**config.mk**
```make
export PLATFORM = sky130hd
export DESIGN_NAME = barometric_sensor_compensation
export DESIGN_NICKNAME = d
export VERILOG_FILES = /design/src/rtl/bsc_pkg.sv /design/src/rtl/barometric_sensor_compensation.sv /design/src/rtl/bsc_mul.sv /design/src/rtl/bsc_div.sv
export SDC_FILE = /design/constraint.sdc
export NUM_CORES = 2
export LEC_CHECK = 0
export BUFFER_PORTS_ARGS = -buffer_cell sky130_fd_sc_hd__buf_2
export CORE_ASPECT_RATIO = 1.2
export CORE_MARGIN = 2
export CORE_UTILIZATION = 45
export CTS_BUF_LIST = sky130_fd_sc_hd__clkbuf_16
export CTS_CLUSTER_SIZE = 28
export DETAILED_ROUTE_END_ITERATION = 10
export PLACE_DENSITY_LB_ADDON = 0.25
export SLEW_MARGIN = 20
export SYNTH_ARGS = -nofsm -noshare
export SYNTH_HDL_FRONTEND = slang
export SYNTH_SLANG_ARGS = --single-unit
```
**constraint.sdc**
```tcl
create_clock -name clock -period 12.8 [get_ports clock]
set_clock_uncertainty 0.05 [all_clocks]
set_input_delay 0.64 -clock clock [delete_from_list [all_inputs] [get_ports clock]]
set_output_delay 0.64 -clock clock [all_outputs]
set_load 0.01 [all_outputs]
```
**src/rtl/bsc_pkg.sv**
```systemverilog
// shared types and constants for the barometric sensor compensation block
// no dependencies
package bsc_pkg;

   typedef logic [31:0] word_type;

   typedef struct packed {
      logic     start;
      word_type dividend;
      word_type divisor;
   } div_req_type;

   typedef struct packed {
      logic     done;
      word_type quotient;
   } div_rsp_type;

   localparam logic CMD_TEMPERATURE = 1'b0;
   localparam logic CMD_PRESSURE    = 1'b1;

   localparam logic [7:0] REG_CAL_A = 8'd0;
   localparam logic [7:0] REG_CAL_B = 8'd1;
   localparam logic [7:0] REG_CAL_C = 8'd2;
   localparam logic [7:0] REG_OSS   = 8'd3;

   localparam logic signed [31:0] B6_OFFSET   = 32'sd4000;
   localparam logic signed [31:0] CORR_SQ     = 32'sd3038;
   localparam logic signed [31:0] CORR_LIN    = -32'sd7357;
   localparam logic signed [31:0] CORR_OFFSET = 32'sd3791;
   localparam word_type           B7_SCALE    = 32'd50000;
   localparam word_type           DIV_SPLIT   = 32'h8000_0000;
   localparam logic signed [31:0] B4_OFFSET   = 32'sd32768;

endpackage

```
**src/rtl/barometric_sensor_compensation.sv**
```systemverilog
// top level: sequencer, calibration registers and result register
// depends on bsc_pkg, bsc_mul, bsc_div
//
// Fixed-point temperature and pressure compensation for a barometric sensor.
// One transaction is taken at a time: a reading passes through the bit-serial
// divider and the chain of up to ten products through the single shared
// multiplier, and its result is then loaded into the result register.
// req_stall is high
// while a reading is in work. A finished result waits in the output register
// while the next transaction is accepted. Calibration registers are written
// through the csr_ port, which is always ready; indexes beyond three are
// ignored. A zero divisor gives a zero result with divide_error set.
module barometric_sensor_compensation (
   input  logic        clock,
   input  logic        reset,
   input  logic        req_valid,
   output logic        req_stall,
   input  logic        req_cmd,
   input  logic [23:0] req_raw_reading,
   output logic        rsp_valid,
   input  logic        rsp_stall,
   output logic        rsp_result_kind,
   output logic signed [15:0] rsp_temperature_tenths,
   output logic [19:0] rsp_pressure_pascal,
   output logic        rsp_divide_error,
   input  logic        csr_valid,
   output logic        csr_ready,
   input  logic [7:0]  csr_index,
   input  logic [63:0] csr_data
);
   import bsc_pkg::*;

   typedef enum logic [4:0] {
      S_IDLE, T_MUL, T_DEN, T_DIV,
      P_SQ, P_X1, P_X2, P_B3, P_X4, P_B4, P_B7, P_DIVS, P_DIV,
      P_C1, P_C2, P_C3, S_DONE
   } state_type;

   state_type state_ff;

   // calibration
   logic [63:0] cal_a_ff, cal_b_ff;
   logic [31:0] cal_c_ff;
   logic [1:0]  oss_ff;

   // work registers
   logic        cmd_ff;
   logic [23:0] raw_ff;
   logic signed [31:0] b5_ff, x1_ff, b6_ff, sq_ff, b3_ff, p_ff;
   word_type    b4_ff;
   logic        neg_ff, dbl_ff;

   // pending result
   logic        pend_err_ff;
   logic signed [15:0] pend_t_ff;
   logic [19:0] pend_p_ff;

   logic        rsp_valid_ff, rsp_kind_ff, rsp_err_ff;
   logic signed [15:0] rsp_t_ff;
   logic [19:0] rsp_p_ff;
   logic        rsp_load;

   word_type    mul_a, mul_b, prod;
   div_req_type dreq;
   div_rsp_type drsp;

   logic signed [31:0] ac1, ac2, ac3, b1, b2, mc, md;
   word_type    ac4, ac5, ac6;
   logic signed [31:0] sprod;

   // combinational stage values
   logic signed [31:0] t_x1, t_den, t_num, t_q, t_b5, t_t;
   logic signed [31:0] p_b6, p_sq, p_x3, p_v, p_b3, p_x3b, p_p, p_x2, p_fin;
   word_type    p_up, p_b7, p_q;

   assign ac1 = 32'(signed'(cal_a_ff[15:0]));
   assign ac2 = 32'(signed'(cal_a_ff[31:16]));
   assign ac3 = 32'(signed'(cal_a_ff[47:32]));
   assign ac4 = {16'b0, cal_a_ff[63:48]};
   assign ac5 = {16'b0, cal_b_ff[15:0]};
   assign ac6 = {16'b0, cal_b_ff[31:16]};
   assign b1  = 32'(signed'(cal_b_ff[47:32]));
   assign b2  = 32'(signed'(cal_b_ff[63:48]));
   assign mc  = 32'(signed'(cal_c_ff[15:0]));
   assign md  = 32'(signed'(cal_c_ff[31:16]));
   assign sprod = signed'(prod);

   bsc_mul u_mul (.clock(clock), .op_a(mul_a), .op_b(mul_b), .prod(prod));
   bsc_div u_div (.clock(clock), .reset(reset), .req(dreq), .rsp(drsp));

   always_comb begin
      // temperature path
      t_x1  = sprod >>> 15;
      t_den = t_x1 + md;
      t_num = mc <<< 11;
      t_q   = neg_ff ? -signed'(drsp.quotient) : signed'(drsp.quotient);
      t_b5  = x1_ff + t_q;
      t_t   = (t_b5 + 32'sd8) >>> 4;
      // pressure path
      p_b6  = b5_ff - B6_OFFSET;
      p_sq  = sprod >>> 12;
      p_x3  = x1_ff + (sprod >>> 11);
      p_v   = ((((ac1 <<< 2) + p_x3) <<< oss_ff) + 32'sd2);
      // divide by four truncating toward zero
      p_b3  = (p_v + (p_v[31] ? 32'sd3 : 32'sd0)) >>> 2;
      p_x3b = (x1_ff + (sprod >>> 16) + 32'sd2) >>> 2;
      p_up  = {8'b0, raw_ff} >> (4'd8 - {2'b0, oss_ff});
      p_b7  = prod;
      p_q   = dbl_ff ? {drsp.quotient[30:0], 1'b0} : drsp.quotient;
      p_p   = signed'(p_q);
      p_x2  = sprod >>> 16;
      p_fin = p_ff + ((x1_ff + p_x2 + CORR_OFFSET) >>> 4);
   end

   // shared multiplier operand select
   always_comb begin
      mul_a = '0;
      mul_b = '0;
      case (state_ff)
         T_MUL: begin
            mul_a = {16'b0, raw_ff[15:0]} - ac6;
            mul_b = ac5;
         end
         P_SQ: begin
            mul_a = p_b6;
            mul_b = p_b6;
         end
         P_X1: begin
            mul_a = b2;
            mul_b = p_sq;
         end
         P_X2: begin
            mul_a = ac2;
            mul_b = b6_ff;
         end
         P_B3: begin
            mul_a = ac3;
            mul_b = b6_ff;
         end
         P_X4: begin
            mul_a = b1;
            mul_b = sq_ff;
         end
         P_B4: begin
            mul_a = ac4;
            mul_b = p_x3b + B4_OFFSET;
         end
         P_B7: begin
            mul_a = p_up - b3_ff;
            mul_b = B7_SCALE >> oss_ff;
         end
         P_DIV: begin
            mul_a = p_p >>> 8;
            mul_b = p_p >>> 8;
         end
         P_C1: begin
            mul_a = prod;
            mul_b = CORR_SQ;
         end
         P_C2: begin
            mul_a = CORR_LIN;
            mul_b = p_ff;
         end
         default: begin
            mul_a = '0;
            mul_b = '0;
         end
      endcase
   end

   // divider start
   always_comb begin
      dreq.start    = 1'b0;
      dreq.dividend = '0;
      dreq.divisor  = '0;
      if (state_ff == T_DEN && t_den != 32'sd0) begin
         dreq.start    = 1'b1;
         dreq.dividend = t_num[31] ? -t_num : t_num;
         dreq.divisor  = t_den[31] ? -t_den : t_den;
      end else if (state_ff == P_DIVS && b4_ff != '0) begin
         dreq.start    = 1'b1;
         // unsigned split keeps the doubled dividend inside 32 bits
         dreq.dividend = (p_b7 < DIV_SPLIT) ? {p_b7[30:0], 1'b0} : p_b7;
         dreq.divisor  = b4_ff;
      end
   end

   assign req_stall = (state_ff != S_IDLE);
   assign csr_ready = 1'b1;

   // output register takes the finished result once it is free
   assign rsp_load = (state_ff == S_DONE) && (!rsp_valid_ff || !rsp_stall);

   always_ff @(posedge clock) begin
      if (reset) begin
         state_ff     <= S_IDLE;
         cal_a_ff     <= '0;
         cal_b_ff     <= '0;
         cal_c_ff     <= '0;
         oss_ff       <= '0;
         b5_ff        <= '0;
         rsp_valid_ff <= 1'b0;
      end else begin
         // configuration writes
         if (csr_valid) begin
            case (csr_index)
               REG_CAL_A: cal_a_ff <= csr_data;
               REG_CAL_B: cal_b_ff <= csr_data;
               REG_CAL_C: cal_c_ff <= csr_data[31:0];
               REG_OSS:   oss_ff   <= csr_data[1:0];
               default:   ;
            endcase
         end
         if (rsp_load) begin
            rsp_valid_ff <= 1'b1;
         end else if (rsp_valid_ff && !rsp_stall) begin
            rsp_valid_ff <= 1'b0;
         end
         case (state_ff)
            S_IDLE: begin
               if (req_valid) begin
                  cmd_ff      <= req_cmd;
                  raw_ff      <= req_raw_reading;
                  pend_err_ff <= 1'b0;
                  pend_t_ff   <= '0;
                  pend_p_ff   <= '0;
                  state_ff    <= (req_cmd == CMD_PRESSURE) ? P_SQ : T_MUL;
               end
            end
            T_MUL: state_ff <= T_DEN;
            T_DEN: begin
               x1_ff  <= t_x1;
               neg_ff <= t_num[31] ^ t_den[31];
               if (t_den == 32'sd0) begin
                  pend_err_ff <= 1'b1;
                  state_ff    <= S_DONE;
               end else begin
                  state_ff <= T_DIV;
               end
            end
            T_DIV: begin
               if (drsp.done) begin
                  b5_ff <= t_b5;
                  if (t_t > 32'sd32767) begin
                     pend_t_ff <= 16'sh7fff;
                  end else if (t_t < -32'sd32768) begin
                     pend_t_ff <= -16'sh8000;
                  end else begin
                     pend_t_ff <= t_t[15:0];
                  end
                  state_ff <= S_DONE;
               end
            end
            P_SQ: begin
               b6_ff    <= p_b6;
               state_ff <= P_X1;
            end
            P_X1: begin
               sq_ff    <= p_sq;
               state_ff <= P_X2;
            end
            P_X2: begin
               x1_ff    <= sprod >>> 11;
               state_ff <= P_B3;
            end
            P_B3: begin
               b3_ff    <= p_b3;
               state_ff <= P_X4;
            end
            P_X4: begin
               x1_ff    <= sprod >>> 13;
               state_ff <= P_B4;
            end
            P_B4: state_ff <= P_B7;
            P_B7: begin
               b4_ff    <= prod >> 15;
               state_ff <= P_DIVS;
            end
            P_DIVS: begin
               dbl_ff <= (p_b7 >= DIV_SPLIT);
               if (b4_ff == '0) begin
                  pend_err_ff <= 1'b1;
                  state_ff    <= S_DONE;
               end else begin
                  state_ff <= P_DIV;
               end
            end
            P_DIV: begin
               if (drsp.done) begin
                  p_ff     <= p_p;
                  state_ff <= P_C1;
               end
            end
            P_C1: state_ff <= P_C2;
            P_C2: begin
               x1_ff    <= sprod >>> 16;
               state_ff <= P_C3;
            end
            P_C3: begin
               if (p_fin < 32'sd0) begin
                  pend_p_ff <= '0;
               end else if (p_fin > 32'sd1048575) begin
                  pend_p_ff <= 20'hfffff;
               end else begin
                  pend_p_ff <= p_fin[19:0];
               end
               state_ff <= S_DONE;
            end
            S_DONE: begin
               if (rsp_load) begin
                  state_ff <= S_IDLE;
               end
            end
            default: state_ff <= S_IDLE;
         endcase
      end
      if (rsp_load) begin
         rsp_kind_ff <= cmd_ff;
         rsp_err_ff  <= pend_err_ff;
         rsp_t_ff    <= pend_t_ff;
         rsp_p_ff    <= pend_p_ff;
      end
   end

   assign rsp_valid              = rsp_valid_ff;
   assign rsp_result_kind        = rsp_kind_ff;
   assign rsp_temperature_tenths = rsp_t_ff;
   assign rsp_pressure_pascal    = rsp_p_ff;
   assign rsp_divide_error       = rsp_err_ff;
endmodule

```
**src/rtl/bsc_mul.sv**
```systemverilog
// shared 32x32 multiplier, low word of the product, registered
// depends on bsc_pkg
module bsc_mul (
   input  logic              clock,
   input  bsc_pkg::word_type op_a,
   input  bsc_pkg::word_type op_b,
   output bsc_pkg::word_type prod
);
   import bsc_pkg::*;

   word_type prod_ff;
   word_type prod_in;

   assign prod_in = word_type'(op_a * op_b);

   always_ff @(posedge clock) begin
      prod_ff <= prod_in;
   end

   assign prod = prod_ff;
endmodule

```
**src/rtl/bsc_div.sv**
```systemverilog
// unsigned 32-bit restoring divider, one quotient bit per cycle
// depends on bsc_pkg
module bsc_div (
   input  logic                 clock,
   input  logic                 reset,
   input  bsc_pkg::div_req_type req,
   output bsc_pkg::div_rsp_type rsp
);
   import bsc_pkg::*;

   logic        busy_ff, busy_in;
   logic        done_ff, done_in;
   logic [4:0]  count_ff, count_in;
   logic [32:0] rem_ff, rem_in;
   word_type    quo_ff, quo_in;
   word_type    dsr_ff, dsr_in;
   logic [32:0] rem_sh;
   logic        ge;

   always_comb begin
      rem_sh   = {rem_ff[31:0], quo_ff[31]};
      ge       = rem_sh >= {1'b0, dsr_ff};
      busy_in  = busy_ff;
      done_in  = 1'b0;
      count_in = count_ff;
      rem_in   = rem_ff;
      quo_in   = quo_ff;
      dsr_in   = dsr_ff;
      if (req.start) begin
         busy_in  = 1'b1;
         count_in = '0;
         rem_in   = '0;
         quo_in   = req.dividend;
         dsr_in   = req.divisor;
      end else if (busy_ff) begin
         rem_in   = ge ? rem_sh - {1'b0, dsr_ff} : rem_sh;
         quo_in   = {quo_ff[30:0], ge};
         count_in = count_ff + 5'd1;
         if (count_ff == 5'd31) begin
            busy_in = 1'b0;
            done_in = 1'b1;
         end
      end
   end

   always_ff @(posedge clock) begin
      if (reset) begin
         busy_ff  <= 1'b0;
         done_ff  <= 1'b0;
         count_ff <= '0;
      end else begin
         busy_ff  <= busy_in;
         done_ff  <= done_in;
         count_ff <= count_in;
      end
      rem_ff <= rem_in;
      quo_ff <= quo_in;
      dsr_ff <= dsr_in;
   end

   assign rsp.done     = done_ff;
   assign rsp.quotient = quo_ff;
endmodule
```
==> run_results.csv <==
group,metric,value,unit
status,status,"finished, final reports clean",
clock_tree,h-tree-depth,3,
clock_tree,cts_sinks,589,
synthesis,synth_edf_count,318,
critical_path,crit_required,13.30,ns
layout,drive_gt1_share,9.298,%
synthesis,yosys.area.top_type,"edfxtp_1",
layout,area_growth,9.713,%
timing,slew_headroom,20.65,%
timing,hold_viol,0,
global_routing,antenna_found_initial,11,
layout,nets,7358,
power_and_ir_drop,pwr_density_cell,211.8,nW/um^2
synthesis,synth.avg_cell_area,8.617,um^2
timing,post-route-min-period,12.25,ns
global_routing,gr-usage-all-layers,33.52,%
synthesis,synth_ff_type,"edfxtp_1",
clock_tree,root_buffer,"clkbuf_16",
clock_tree,clkLatencyLatePin,0.69,ns
flow_run,cap_violations,0,
clock_tree,cts_buffers,67,
timing,worst_slew_pin_slew,1.178,ns
routing,route.detailed.drc,0,
routing,final_antenna_net_count,0,
timing,rsz0062_at_grt,"false",
die,design.die.area,125600,um^2
synthesis,seq_area_frac_synth,27.10,%
synthesis,syn_inst,6411,
timing,setup_tns,0,ns
clock_tree,cts_buffer_depth,3,
timing,setup_viol,0,
timing,finalCritPeriodShare,95.72,%
layout,fillCellCount,11775,
synthesis,syn_area,55250,um^2
synthesis,synth-seq-cells,589,
routing,drt_first_iter_violations,4755,
critical_path,critical_path.top_delay_family,"adder cells",
critical_path,critPathMaxFanout,7,
synthesis,synth_common_cells,"1068 x nand2_1, 711 x inv_1, 439 x a21oi_1, 435 x fa_1, 416 x nor2_1",
layout,regArea,14980,um^2
timing,max_clock_freq,81.62,MHz
die,die_h,387.8,um
routing,wire_per_inst,25.83,um
layout,multi_input_comb_area,36650,um^2
placed_design,port-buffer-count,141,
die,row_count,140,
power_and_ir_drop,power_leakage,25.02,nW
synthesis,synth_top_area_share,17.28,%
placed_design,dp_worst_setup_slack,0.4226,ns
routing,vias,48502,
critical_path,worstPathArrival,12.75,ns
critical_path,startpoint_type,"flip-flop",
global_routing,grt_max_degree,88,
die,ios,143,
placed_design,place_hpwl,167400,um
critical_path,critPathCaptureType,"flip-flop",
critical_path,critPathBufInv,3,
timing,setup_ws,0.5481,ns
routing,routed_wl,211300,um
placed_design,gp_congestion,1.002,
min_path,worst_hold_path_type,"input port to flip-flop",
critical_path,slowest_delay,0.61,ns
die,start_util,45.45,%
synthesis,ys_async_sr_fraction,0,%
layout,instances_no_fill,8180,
power_and_ir_drop,power,12.84,mW
clock_tree,cts.clk_slew.worst_paths,0.06,ns
die,core_area,121600,um^2
synthesis,yosysWarnings,0,
global_routing,grt_pass1_vias,46703,
timing,slew_violations,0,
global_routing,grt_pass1_wl,310700,um
placed_design,place_inst,8049,
critical_path,crit_slowest_cell,"or4_4",
die,dieWidth,323.9,um
clock_tree,cts_tree,"built",
synthesis,yosysUniqueCellTypes,116,
power_and_ir_drop,irDropWorstVdd,0.1104,mV
global_routing,grt_overflow,0,
routing,drt_pass1_iterations,10,
routing,viasPerCell,5.929,
clock_tree,hold_buffers,0,
timing,fin_hold_ws,0.1017,ns
synthesis,yosysMostFrequentCell,"nand2_1",
synthesis,synthTopCellsByArea,"edfxtp_1 17%, fa_1 16%, dfxtp_1 9.8%",
critical_path,worst-setup-path-type,"flip-flop to flip-flop",
[flip-flops by register name, summed over array words and instances, names as in the netlist, 2 cells and up]
signal,count
b4_ff,17
cal_b_ff,64
b6_ff,32
pend_p_ff,20
p_ff,32
cal_c_ff,32
sq_ff,20
cal_a_ff,64
rsp_temperature_tenths,16
b3_ff,30
state_ff,5
x1_ff,21
b5_ff,32
u_div.quo_ff,32
oss_ff,2
u_mul.prod,32
rsp_pressure_pascal,20
pend_t_ff,16
u_div.count_ff,5
u_div.rem_ff,32
u_div.dsr_ff,32
raw_ff,24
[final cells by class]
class                      instances  area share (%)
inverter                         713           4.415
antenna                            8         0.03303
sequential                       589           24.71
clock inverter                    51          0.7493
tap                             1633           3.371
timing repair buffer             311           3.317
clock buffer                      71           2.931
multi-input combinational       4804           60.47
[path summary, 6_finish.rpt]
| path | startpoint | cells past startpoint | end | slack, ns |
|---|---|---|---|---|
| setup / recovery | x1_ff[0] | 40 | u_mul.prod[31] | 0.55 |
| setup reg to reg | x1_ff[0] | 40 | u_mul.prod[31] | 0.55 |
| hold / removal | req_raw_reading[14] | 1 | raw_ff[14] | 0.10 |
| hold reg to reg | pend_p_ff[12] | 0 | rsp_pressure_pascal[12] | 0.37 |
[logic make-up (layout without fill, tap and decap cells)]
family	count (synthesis)	in the layout	synth area share, %
adder cells (fa/ha/maj)	770	770	23.35
buffers and inverters	1035	1146	7.120
AND/OR/NAND/NOR	2159	2159	17.64
multiplexers	122	122	2.455
other	2	27	0.01359
flip-flops	589	589	27.10
AO/OA/AOI/OAI	1346	1346	16.05
XOR/XNOR	388	388	6.264
[placed cells by master, fill, tap and decap left out, types with 33 or more instances in the layout]
| master | synthesis | routed |
|---|---|---|
| nand2b_1 | 57 | 57 |
| a21oi_1 | 439 | 434 |
| xnor2_1 | 271 | 271 |
| mux2_2 | 47 | 47 |
| a22oi_1 | 70 | 70 |
| o21bai_1 | 39 | 39 |
| o211ai_1 | 33 | 33 |
| a21o_1 | 63 | 63 |
| edfxtp_1 | 318 | 318 |
| o21a_1 | 38 | 38 |
| ha_1 | 335 | 335 |
| fa_1 | 435 | 435 |
| and3_1 | 49 | 49 |
| nand3_1 | 98 | 98 |
| nor2b_1 | 43 | 42 |
| and2_1 | 80 | 80 |
| nor2_1 | 416 | 408 |
| clkbuf_16 | 0 | 71 |
| mux2i_1 | 68 | 68 |
| buf_4 | 3 | 167 |
| dfxtp_1 | 271 | 268 |
| nor3_1 | 115 | 109 |
| inv_1 | 711 | 720 |
| buf_2 | 7 | 141 |
| a211oi_1 | 58 | 58 |
| xor2_1 | 112 | 112 |
| nand4_1 | 34 | 34 |
| or3_1 | 41 | 41 |
| o21ai_0 | 232 | 225 |
| a31oi_1 | 51 | 50 |
| nand2_1 | 1068 | 1068 |
[per-stage QoR]
| step | cell area (um^2) | utilization (%) |
|---|---|---|
| 6_report | 60610 | 49.86 |
| 5_1_grt | 60600 | 49.85 |
| 4_1_cts | 60540 | 49.80 |
| 3_5_place_dp | 58310 | 47.97 |
| 3_3_place_gp | 58300 | 47.95 |
| 2_1_floorplan | 55320 | - |
[metal layers]
layer	vias to the layer above	wire, um	global-route usage (%)
met2	2252	95810	52.61
met3	532	16560	5.013
met5	-	40	0
li1	21964	-	-
met4	6	13860	18.56
met1	23748	85020	44.22
[report_power, final]
part / internal [mW] / switching (mW) / leakage (nW)
logic: 2.78 / 5.38 / 18.8
registers: 2.36 / 0.320 / 5.05
clock network: 1.10 / 0.887 / 1.15
total: 6.25 / 6.59 / 25.0
[what timing repair did]
item,4_1_cts,5_1_grt
setup endpoints to repair,0,1
setup buffers,0,1
gates resized for setup,0,5
No activity file was read; power rests on OpenSTA's default activity.
